--- config.mk ---
export PLATFORM = sky130hd
export DESIGN_NAME = crc16_framed_packet_builder
export DESIGN_NICKNAME = d
export VERILOG_FILES = /design/src/rtl/core/cpb_pkg.sv /design/src/rtl/core/crc16_framed_packet_builder.sv /design/src/rtl/core/cpb_front.sv /design/src/rtl/core/cpb_fifo.sv /design/src/rtl/core/cpb_back.sv
export SDC_FILE = /design/constraint.sdc
export NUM_CORES = 1
export LEC_CHECK = 0
export BUFFER_PORTS_ARGS = -buffer_cell sky130_fd_sc_hd__buf_2
export CORE_MARGIN = 1.5
export CORE_UTILIZATION = 60
export CTS_CLUSTER_SIZE = 30
export DETAILED_ROUTE_END_ITERATION = 10
export PLACE_DENSITY = 0.86
export SLEW_MARGIN = 15
export SYNTH_ARGS = -nofsm -noshare
export SYNTH_HDL_FRONTEND = slang
export SYNTH_SLANG_ARGS = --single-unit
--- constraint.sdc ---
create_clock -name clk_i -period 17.8 [get_ports clk_i]
set_clock_uncertainty 0.05 [all_clocks]
set_input_delay 2.67 -clock clk_i [delete_from_list [all_inputs] [get_ports clk_i]]
set_output_delay 2.67 -clock clk_i [all_outputs]
set_load 0.005 [all_outputs]
--- src/rtl/core/cpb_pkg.sv ---
// Shared types, constants and the CRC-16/MODBUS byte update for the frame builder.
package cpb_pkg;

  localparam logic [7:0]  HdrByte0      = 8'hA5;
  localparam logic [7:0]  HdrByte1      = 8'h5A;
  localparam logic [15:0] CrcPoly       = 16'hA001;
  localparam logic [15:0] CrcInit       = 16'hFFFF;
  localparam logic [15:0] FrameOverhead = 16'd13;
  localparam int          CmdDepth      = 4;

  // Step numbers inside one command.
  localparam logic [3:0]  StepHdrLast   = 4'd10;
  localparam logic [3:0]  StepHdrCrcLo  = 4'd11;
  localparam logic [3:0]  StepHdrCrcHi  = 4'd12;
  localparam logic [3:0]  StepDataCrcLo = 4'd1;
  localparam logic [3:0]  StepDataCrcHi = 4'd2;

  typedef enum logic [1:0] {
    CmdStart,
    CmdData,
    CmdError
  } cmd_kind_e;

  typedef struct packed {
    cmd_kind_e   kind;
    logic        crc_after;  // frame closes after this command
    logic [7:0]  msg_type;
    logic [15:0] payload_length;
    logic [31:0] tick_stamp;
    logic [7:0]  data;
  } cmd_t;

  // Reflected CRC-16, polynomial 0xA001, one byte.
  function automatic logic [15:0] crc16_byte(input logic [15:0] crc, input logic [7:0] b);
    logic [15:0] c;
    c = crc ^ {8'h00, b};
    for (int k = 0; k < 8; k++) begin
      c = c[0] ? ((c >> 1) ^ CrcPoly) : (c >> 1);
    end
    return c;
  endfunction

endpackage

--- src/rtl/core/crc16_framed_packet_builder.sv ---
// Top level of the CRC-16/MODBUS framed packet builder.
//
//   channel  dir  handshake               payload
//   in       in   in_valid_i / in_ready_o req_type, msg_type, payload_length,
//                                         tick_stamp, payload_byte
//   out      out  out_valid_o/out_ready_i out_byte, frame_end, run_last, seq_error
//
// One output byte per cycle from the byte sequencer, unless the output stalls;
// a start gives 11 bytes (13 with no payload), payload 1 (3 if last), error 1.
// Items are taken every cycle while the command queue has room (Depth entries).
// Reset clears the open frame, the queue, the sequencer and the CRC to 0xFFFF.
// A stalled output holds its register; the queue keeps accepting until full.
module crc16_framed_packet_builder
  import cpb_pkg::*;
#(
  parameter int Depth = CmdDepth
) (
  input  logic        clk_i,
  input  logic        rst_ni,
  input  logic        in_valid_i,
  output logic        in_ready_o,
  input  logic        req_type_i,
  input  logic [7:0]  msg_type_i,
  input  logic [15:0] payload_length_i,
  input  logic [31:0] tick_stamp_i,
  input  logic [7:0]  payload_byte_i,
  output logic        out_valid_o,
  input  logic        out_ready_i,
  output logic [7:0]  out_byte_o,
  output logic        frame_end_o,
  output logic        run_last_o,
  output logic        seq_error_o
);

  logic fifo_ready, fifo_valid, push, pop;
  cmd_t push_cmd, head_cmd;

  cpb_front u_front (
    .clk_i,
    .rst_ni,
    .in_valid_i,
    .in_ready_o,
    .req_type_i,
    .msg_type_i,
    .payload_length_i,
    .tick_stamp_i,
    .payload_byte_i,
    .fifo_ready_i (fifo_ready),
    .push_o       (push),
    .cmd_o        (push_cmd)
  );

  cpb_fifo #(
    .Depth (Depth)
  ) u_fifo (
    .clk_i,
    .rst_ni,
    .push_i  (push),
    .cmd_i   (push_cmd),
    .ready_o (fifo_ready),
    .valid_o (fifo_valid),
    .pop_i   (pop),
    .cmd_o   (head_cmd)
  );

  cpb_back u_back (
    .clk_i,
    .rst_ni,
    .fifo_valid_i (fifo_valid),
    .fifo_cmd_i   (head_cmd),
    .pop_o        (pop),
    .out_valid_o,
    .out_ready_i,
    .out_byte_o,
    .frame_end_o,
    .run_last_o,
    .seq_error_o
  );

endmodule

--- src/rtl/core/cpb_front.sv ---
// Front end: accepts items, tracks the open frame and turns items into commands.
module cpb_front
  import cpb_pkg::*;
(
  input  logic        clk_i,
  input  logic        rst_ni,
  input  logic        in_valid_i,
  output logic        in_ready_o,
  input  logic        req_type_i,
  input  logic [7:0]  msg_type_i,
  input  logic [15:0] payload_length_i,
  input  logic [31:0] tick_stamp_i,
  input  logic [7:0]  payload_byte_i,
  input  logic        fifo_ready_i,
  output logic        push_o,
  output cmd_t        cmd_o
);

  // A frame is open exactly while payload bytes are still expected.
  logic [15:0] bytes_left_q, bytes_left_d;

  assign in_ready_o = fifo_ready_i;
  assign push_o     = in_valid_i & fifo_ready_i;

  always_comb begin
    cmd_o                = '0;
    cmd_o.msg_type       = msg_type_i;
    cmd_o.payload_length = payload_length_i;
    cmd_o.tick_stamp     = tick_stamp_i;
    cmd_o.data           = payload_byte_i;
    bytes_left_d         = bytes_left_q;
    if (!req_type_i) begin
      cmd_o.kind      = CmdStart;
      cmd_o.crc_after = (payload_length_i == 16'd0);
      bytes_left_d    = payload_length_i;
    end else if (bytes_left_q == 16'd0) begin
      cmd_o.kind      = CmdError;
      cmd_o.crc_after = 1'b0;
    end else begin
      cmd_o.kind      = CmdData;
      cmd_o.crc_after = (bytes_left_q == 16'd1);
      bytes_left_d    = bytes_left_q - 16'd1;
    end
  end

  always_ff @(posedge clk_i or negedge rst_ni) begin
    if (!rst_ni) begin
      bytes_left_q <= '0;
    end else if (push_o) begin
      bytes_left_q <= bytes_left_d;
    end
  end

endmodule

--- src/rtl/core/cpb_fifo.sv ---
// Small command queue between the front end and the byte sequencer.
module cpb_fifo
  import cpb_pkg::*;
#(
  parameter int Depth = CmdDepth
) (
  input  logic clk_i,
  input  logic rst_ni,
  input  logic push_i,
  input  cmd_t cmd_i,
  output logic ready_o,
  output logic valid_o,
  input  logic pop_i,
  output cmd_t cmd_o
);

  localparam int PtrW = $clog2(Depth);
  localparam int CntW = $clog2(Depth + 1);

  cmd_t            mem_q [Depth];
  logic [PtrW-1:0] wr_ptr_q, rd_ptr_q;
  logic [CntW-1:0] count_q;
  logic            do_push, do_pop;

  assign ready_o = (count_q != CntW'(Depth));
  assign valid_o = (count_q != '0);
  assign cmd_o   = mem_q[rd_ptr_q];
  assign do_push = push_i & ready_o;
  assign do_pop  = pop_i & valid_o;

  always_ff @(posedge clk_i) begin
    if (do_push) begin
      mem_q[wr_ptr_q] <= cmd_i;
    end
  end

  always_ff @(posedge clk_i or negedge rst_ni) begin
    if (!rst_ni) begin
      wr_ptr_q <= '0;
      rd_ptr_q <= '0;
      count_q  <= '0;
    end else begin
      if (do_push) begin
        wr_ptr_q <= (wr_ptr_q == PtrW'(Depth - 1)) ? '0 : wr_ptr_q + 1'b1;
      end
      if (do_pop) begin
        rd_ptr_q <= (rd_ptr_q == PtrW'(Depth - 1)) ? '0 : rd_ptr_q + 1'b1;
      end
      if (do_push && !do_pop) begin
        count_q <= count_q + 1'b1;
      end else if (do_pop && !do_push) begin
        count_q <= count_q - 1'b1;
      end
    end
  end

endmodule

--- src/rtl/core/cpb_back.sv ---
// Back end: walks each command byte by byte, folds bytes into the CRC, drives the output register.
module cpb_back
  import cpb_pkg::*;
(
  input  logic       clk_i,
  input  logic       rst_ni,
  input  logic       fifo_valid_i,
  input  cmd_t       fifo_cmd_i,
  output logic       pop_o,
  output logic       out_valid_o,
  input  logic       out_ready_i,
  output logic [7:0] out_byte_o,
  output logic       frame_end_o,
  output logic       run_last_o,
  output logic       seq_error_o
);

  cmd_t        cur_q;
  logic        cur_valid_q;
  logic [3:0]  step_q;
  logic [15:0] crc_q, crc_d, crc_base;
  logic        out_valid_q;
  logic [7:0]  out_byte_q;
  logic        frame_end_q, run_last_q, seq_error_q;

  logic        emit, load;
  logic [7:0]  byte_sel;
  logic        is_data, is_crc_hi, is_last, is_err;
  logic [15:0] total_len;

  assign total_len = cur_q.payload_length + FrameOverhead;
  // A start restarts the CRC, which also drops an abandoned frame.
  assign crc_base  = (cur_q.kind == CmdStart && step_q == 4'd0) ? CrcInit : crc_q;

  always_comb begin
    byte_sel  = 8'h00;
    is_data   = 1'b0;
    is_crc_hi = 1'b0;
    is_last   = 1'b0;
    is_err    = 1'b0;
    unique case (cur_q.kind)
      CmdStart: begin
        is_data = (step_q <= StepHdrLast);
        is_last = cur_q.crc_after ? (step_q == StepHdrCrcHi) : (step_q == StepHdrLast);
        case (step_q)
          4'd0:         byte_sel = HdrByte0;
          4'd1:         byte_sel = HdrByte1;
          4'd2:         byte_sel = total_len[15:8];
          4'd3:         byte_sel = total_len[7:0];
          4'd4:         byte_sel = cur_q.msg_type;
          4'd5:         byte_sel = cur_q.payload_length[15:8];
          4'd6:         byte_sel = cur_q.payload_length[7:0];
          4'd7:         byte_sel = cur_q.tick_stamp[31:24];
          4'd8:         byte_sel = cur_q.tick_stamp[23:16];
          4'd9:         byte_sel = cur_q.tick_stamp[15:8];
          StepHdrLast:  byte_sel = cur_q.tick_stamp[7:0];
          StepHdrCrcLo: byte_sel = crc_q[7:0];
          default: begin
            byte_sel  = crc_q[15:8];
            is_crc_hi = 1'b1;
          end
        endcase
      end
      CmdData: begin
        is_data = (step_q == 4'd0);
        is_last = cur_q.crc_after ? (step_q == StepDataCrcHi) : (step_q == 4'd0);
        case (step_q)
          4'd0:          byte_sel = cur_q.data;
          StepDataCrcLo: byte_sel = crc_q[7:0];
          default: begin
            byte_sel  = crc_q[15:8];
            is_crc_hi = 1'b1;
          end
        endcase
      end
      default: begin
        is_last = 1'b1;
        is_err  = 1'b1;
      end
    endcase
  end

  assign emit  = cur_valid_q & (~out_valid_q | out_ready_i);
  assign load  = ~cur_valid_q | (emit & is_last);
  assign pop_o = load & fifo_valid_i;

  always_comb begin
    crc_d = crc_q;
    if (emit) begin
      if (is_data) begin
        crc_d = crc16_byte(crc_base, byte_sel);
      end else if (is_crc_hi) begin
        crc_d = CrcInit;
      end
    end
  end

  always_ff @(posedge clk_i) begin
    if (pop_o) begin
      cur_q <= fifo_cmd_i;
    end
    if (emit) begin
      out_byte_q  <= byte_sel;
      frame_end_q <= is_crc_hi;
      run_last_q  <= is_last;
      seq_error_q <= is_err;
    end
  end

  always_ff @(posedge clk_i or negedge rst_ni) begin
    if (!rst_ni) begin
      cur_valid_q <= 1'b0;
      step_q      <= '0;
      crc_q       <= CrcInit;
      out_valid_q <= 1'b0;
    end else begin
      crc_q <= crc_d;
      if (load) begin
        cur_valid_q <= fifo_valid_i;
        step_q      <= '0;
      end else if (emit) begin
        step_q <= step_q + 4'd1;
      end
      if (emit) begin
        out_valid_q <= 1'b1;
      end else if (out_ready_i) begin
        out_valid_q <= 1'b0;
      end
    end
  end

  assign out_valid_o = out_valid_q;
  assign out_byte_o  = out_byte_q;
  assign frame_end_o = frame_end_q;
  assign run_last_o  = run_last_q;
  assign seq_error_o = seq_error_q;

endmodule

# Yosys cells after proc, flatten, opt, wreduce, memory -nomap -nowiden
# Memories as Yosys holds them, arrays and structs flattened. A register that Yosys moved wholly into a read port is not among the register bits.
# Cells that the tools add are included.
dict set report word_totals {
  reg_bits 56
  ram_bits 268
  in_bits 69
  out_inout_bits 13
  elab_cells 113
  memories 1
}
dict set report classes {
  add_sub_neg 7
  n_lt_le_gt_ge 1
  n_eq_ne 18
  muxes 36
  bitwise_logic 19
  reduce_logical 19
}
# name words word_bits rd rd_ports_with_merged_regs write_ports line
set mem_list {}
lappend mem_list {u_fifo.mem_q 4 67 1 1 1 cpb_fifo.sv:20} ;# cmd_t mem_q [Depth];
# operator count
set op_table {}
lappend op_table {{2-to-1 mux 16 bit} 13}
lappend op_table {{case mux 8 bit (12 select lines)} 1}
lappend op_table {{zero test 16 bit} 2}
lappend op_table {{case mux 8 bit (2 select lines)} 2}
lappend op_table {{NOT 2 -> 3 bit} 8}
lappend op_table {{equality test 4 bit, second input constant} 5}
lappend op_table {{adder 16 x 4 -> 16 bit, second input constant} 1}
lappend op_table {{equality test 16 x 1 -> 1 bit, second input constant} 1}
lappend op_table {{equality test 4 x 3 -> 1 bit, second input constant} 4}
lappend op_table {{subtractor 16 x 1 -> 16 bit, second input constant} 1}
lappend op_table {{XOR 16 x 8 -> 16 bit} 1}
lappend op_table {{2-to-1 mux 3 bit} 4}
lappend op_table {{OR reduction 12 bit} 1}
lappend op_table {{2-to-1 mux 1 bit} 9}
lappend op_table {{equality test 4 x 2 -> 1 bit, second input constant} 2}
lappend op_table {{2-to-1 mux 4 bit} 2}
lappend op_table {{nonzero test 2 bit} 4}
lappend op_table {{bitwise AND 1 bit} 6}
lappend op_table {{case mux 1 bit (2 select lines)} 3}
lappend op_table {{adder 2 x 1 -> 2 bit, second input constant} 2}
lappend op_table {{adder 4 x 1 -> 4 bit, second input constant} 1}
lappend op_table {{equality test 2 bit, second input constant} 2}
lappend op_table {{equality test 4 x 1 -> 1 bit, second input constant} 1}
lappend op_table {{<= comparator 4 bit, second input constant} 1}
lappend op_table {{other kinds (15)} 23}

# Logic depth before layout (Yosys ltp)
dict set report depth {
  depth_word 21
  ltp_mapped 19
  depth_no_buf 16
}

# Modules after synthesis
# From an unflattened synthesis, not the netlist that was laid out.
dict set report unflattened {
  cells_unflattened 1028
  hier_area_um2 16901.2
}
# module n_inst cells_per_inst area_per_inst_um2 seq_area_each_um2
set modules_own_cells {}
lappend modules_own_cells {cpb_fifo 1 387 10087.2 8222.9}
lappend modules_own_cells {cpb_back 1 450 5159.9 2912.8}
lappend modules_own_cells {cpb_front 1 191 1654.1 400.4}

# Least setup slack after synthesis
# Ideal clock, no wire load.
dict set report synth_path {
  path_type {input port to flip-flop}
  start {in out_ready_i}
  end {reg u_fifo.count_q[1]}
  setup_ns 0.125
  t_arrival_ns 7.442
  t_required_ns 17.625
  setup_slack_ns 10.183
  stages 9
  path_buffers 0
  cell_sequence {nand2b_1 -> nor2_1 -> a21oi_1 -> nor2b_1 -> inv_1 -> ha_1 -> inv_1 -> fa_1 -> mux2_2}
}
dict set report synth_between {
  elab_chain_len 9
  word_cells_on_any_way 11
  classes_between {mux: 1; bitwise: 6; reduce/logical: 4}
}
# item line
set synth_lines {}
lappend synth_lines {{start: declaration} crc16_framed_packet_builder.sv:28} ;# input logic out_ready_i,
lappend synth_lines {{OR 1 bit (*)} cpb_back.sv:83} ;# assign emit = cur_valid_q & (~out_valid_q | out_ready_i);
lappend synth_lines {{bitwise AND 1 bit (*)} cpb_back.sv:83}
lappend synth_lines {{bitwise AND 1 bit (*)} cpb_back.sv:84} ;# assign load = ~cur_valid_q | (emit & is_last);
lappend synth_lines {{OR 1 bit (*)} cpb_back.sv:84}
lappend synth_lines {{bitwise AND 1 bit (*)} cpb_back.sv:85} ;# assign pop_o = load & fifo_valid_i;
lappend synth_lines {{named net pop} crc16_framed_packet_builder.sv:35} ;# logic fifo_ready, fifo_valid, push, pop;
lappend synth_lines {{bitwise AND 1 bit (*)} cpb_fifo.sv:29} ;# assign do_pop = pop_i & valid_o;
lappend synth_lines {{zero test 1 bit} cpb_fifo.sv:49} ;# if (do_push && !do_pop) begin
lappend synth_lines {{logical AND 1 bit} cpb_fifo.sv:49}
lappend synth_lines {{2-to-1 mux 3 bit / nonzero test 2 bit (equally long branches)} --}
lappend synth_lines {{end signal: assignment} cpb_fifo.sv:50} ;# count_q <= count_q + 1'b1;
lappend synth_lines {{end signal: assignment} cpb_fifo.sv:52} ;# count_q <= count_q - 1'b1;
lappend synth_lines {{end: declaration} cpb_fifo.sv:22} ;# logic [CntW-1:0] count_q;
# Mark *: on every way through the listed nets, which the timed path passes. The rest lies on a longest branch.
# A chain may end at the register's enable or synchronous reset.

# Worst setup path after layout
# Ends and elaborated chain as after synthesis.

==> metrics.cfg <==
[floorplanning]
dieArea_um2 = 27900
die-width_um = 167
rows = 59
initial_core_util_pct = 61.6
boundaryPins = 82
die_h_um = 167
fp.coreArea_um2 = 26200

[run]
maxCapViolCount = 0

[route]
wl_per_cell_um = 24.7
drcViolationCount = 0
drtAntennaViolNets = 0
viasPerCell = 6.52
m1WireLength_um = 13300
dr_wl_met2_um = 17200
top_layer = met4
met3WireLength_um = 3090
dr.pass1.iters = 6
drt_wl_total_um = 34500
drt_iter0_drc = 1063
vias = 9093

[cts]
hold_buffers = 0
post_cts_buffers = 0
cts_resized = 0
clockRootBuffer = clkbuf_16
cts_made_buffers = 39
clkTransAtPathRegs_ns = 0.06
clock-sinks = 391
cts_max_level = 2
cts_tree = yes
clock_path_buffers = 3
clk_latency_ns = 0.53

[critical_path]
path_max_fanout = 70
required_ns = 18.14
path_cells = buf_2 > nand2b_1 > nor2_1 > a21oi_1 > nor2b_4 > buf_4 > inv_1 > ha_1 > inv_1 > fa_1 > mux2_2
crit_path_frequent_cell = inv_1
critPathCaptureType = flop
crit_arrival_ns = 5.24
path_buf_inv = 4
slowest_delay_ns = 0.67
cpMaxStageDelayCell = buf_4
cp_top_family = buffers and inverters
cp-start-kind = primary input
critPathKind = in2reg

[yosys]
yosys_warnings = 0
yosys.area.top_type_share_pct = 64.4
synthArstFlopShare_pct = 11.5
synth_cell_type_count = 75
synthCells = 942
yosysMostFrequentCell = edfxtp_1
synth_ff_type = edfxtp_1
yosys.area.top_type = edfxtp_1
synth_nets = 1025
synth_edf_count = 346
synth_area_leaders = edfxtp_1, mux4_2, dfrtp_1, dfstp_2, a21oi_1
yosysSeqAreaShare_pct = 71.5
yosys-top-cells-count = edfxtp_1, mux4_2, nor2_1
synth-seq-cells = 391
syn_area_per_cell_um2 = 17.1
syn_area_um2 = 16100

[min_path]
hold_class = reg2reg

[grt]
grt_max_degree = 71
grt_pass1_vias = 9142
gr-usage-all-layers_pct = 25.4
grt.overflow.total = 0
grt_pass1_wl_um = 53700
antenna_found_initial = 1

[timing]
setup_violations = 0
finalCriticalPeriod_ns = 4.89
maxSlewViolCount = 0
finalSetupTns_ns = 0
finalHoldViolCount = 0
timing.slew.headroom_pct = 29.5
worstMarginPinSlew_ns = 1.06
grt_setup_unrepaired = no
finalCritPeriodShare_pct = 27.5
fmax_mhz = 204

[placed_design]
gp_congestion = 0.936
place.port_buffers = 81
hpwl_um = 20300
placed_cell_area_um2 = 16900

[pwr]
ir_worst_vdd_mv = 0.119
powerDensity_nw_per_um2 = 192
p_leak_nw = 6.12

[finish]
nets = 1112
drive_gt1_share_pct = 23.7
fin_area_um2 = 18000
synthToLayoutAreaGrowth_pct = 11.7
final_core_util_pct = 68.8

[run_status]
status = finished clean

-- metrics by stage --
stage / hold slack [ns] / power (W) / worst slack (ns) / instances
2_1_floorplan: 0.414 / 0.00232 / 10.18 / 942
3_3_place_gp: 0.436 / 0.00265 / 12.47 / 1323
3_5_place_dp: 0.445 / 0.00269 / 12.35 / 1323
4_1_cts: 0.458 / 0.00346 / 12.89 / 1394
5_1_grt: 0.477 / 0.00362 / 12.67 / 1395
6_report: 0.466 / 0.00346 / 12.91 / 1395
-- final timing paths --
kind | startpoint | slack [ns] | to | cells after the start
max | out_ready_i | 12.91 | u_fifo.count_q[1]$_DFFE_PN0P_ | 11
min | u_fifo.count_q[2]$_DFFE_PN0P_ | 0.47 | u_fifo.count_q[2]$_DFFE_PN0P_ | 1
max reg2reg | u_back.step_q[0]$_DFFE_PN0P_ | 12.92 | u_fifo.count_q[1]$_DFFE_PN0P_ | 15
min reg2reg | u_fifo.count_q[2]$_DFFE_PN0P_ | 0.47 | u_fifo.count_q[2]$_DFFE_PN0P_ | 1
max in group asynchronous | rst_ni | 15.03 | u_fifo.rd_ptr_q[0]$_DFFE_PN0P_ | 2
min in group asynchronous | rst_ni | 2.21 | u_front.bytes_left_q[9]$_DFFE_PN0P_ | 2
-- metal layers --
layer / global-route usage (%) / up-vias
met5: 0 / -
met4: 7.98 / 0
met3: 4.75 / 83
met2: 41.3 / 493
met1: 35.4 / 4551
li1: - / 3966
-- area by class of cell --
cell class	instances	area, µm²
Timing Repair Buffer	95	510
Antenna cell	1	2.50
Fill cell	1587	8180
Sequential cell	391	11500
Clock inverter	10	96.3
Multi-Input combinational cell	480	4310
Clock buffer	61	1060
Tap cell	335	419
Inverter	22	82.6
-- where the power goes --
part | switching, W | internal, W | total, W
Clock | 0.000325 | 0.000426 | 0.000751
Sequential | 0.000185 | 0.00134 | 0.00153
Combinational | 0.000631 | 0.000546 | 0.00118
-- cell usage in the layout (no fill, tap or decap), drive strengths merged, types with 4 or more instances in the layout --
cell      n
edfxtp  346
nand4     5
nor4      7
mux2      4
nand2b    9
buf      95
o22ai    20
a22oi    20
nor3     11
and3      6
inv      22
a222oi    5
nor2b     6
xor2     13
dfrtp    29
a211oi    5
a22o     14
o21ai    30
ha       13
and2      4
nand2    28
or3       4
or2       4
a21oi    43
clkinv    9
nand3    19
nor2     56
dfstp    16
mux4     67
nor3b     7
o22a      4
clkbuf   61
a311o     4
xnor2    19
-- sequential cells by signal, summed over array words and instances, names as in the netlist --
| register | flops |
|---|---|
| u_front.bytes_left_q | 16 |
| u_fifo.mem_q | 268 |
| u_fifo.rd_ptr_q | 2 |
| u_back.out_valid_o | 1 |
| u_back.crc_q | 16 |
| u_back.frame_end_o | 1 |
| u_back.out_byte_o | 8 |
| u_back.cur_q | 67 |
| u_fifo.wr_ptr_q | 2 |
| u_fifo.count_q | 3 |
| u_back.seq_error_o | 1 |
| u_back.step_q | 4 |
| u_back.run_last_o | 1 |
| u_back.cur_valid_q | 1 |
-- logic make-up after synthesis --
group	Yosys count	share of synthesized area, %
muxes	74	9.82
DFF	391	71.5
buffers and inverters	71	1.84
adders and majority gates	14	1.13
and+or+nand+nor	176	5.58
xor gates and xnor gates	34	2.02
AOI/OAI and AO/OA	182	8.10
(Power assumes the default switching activity.)
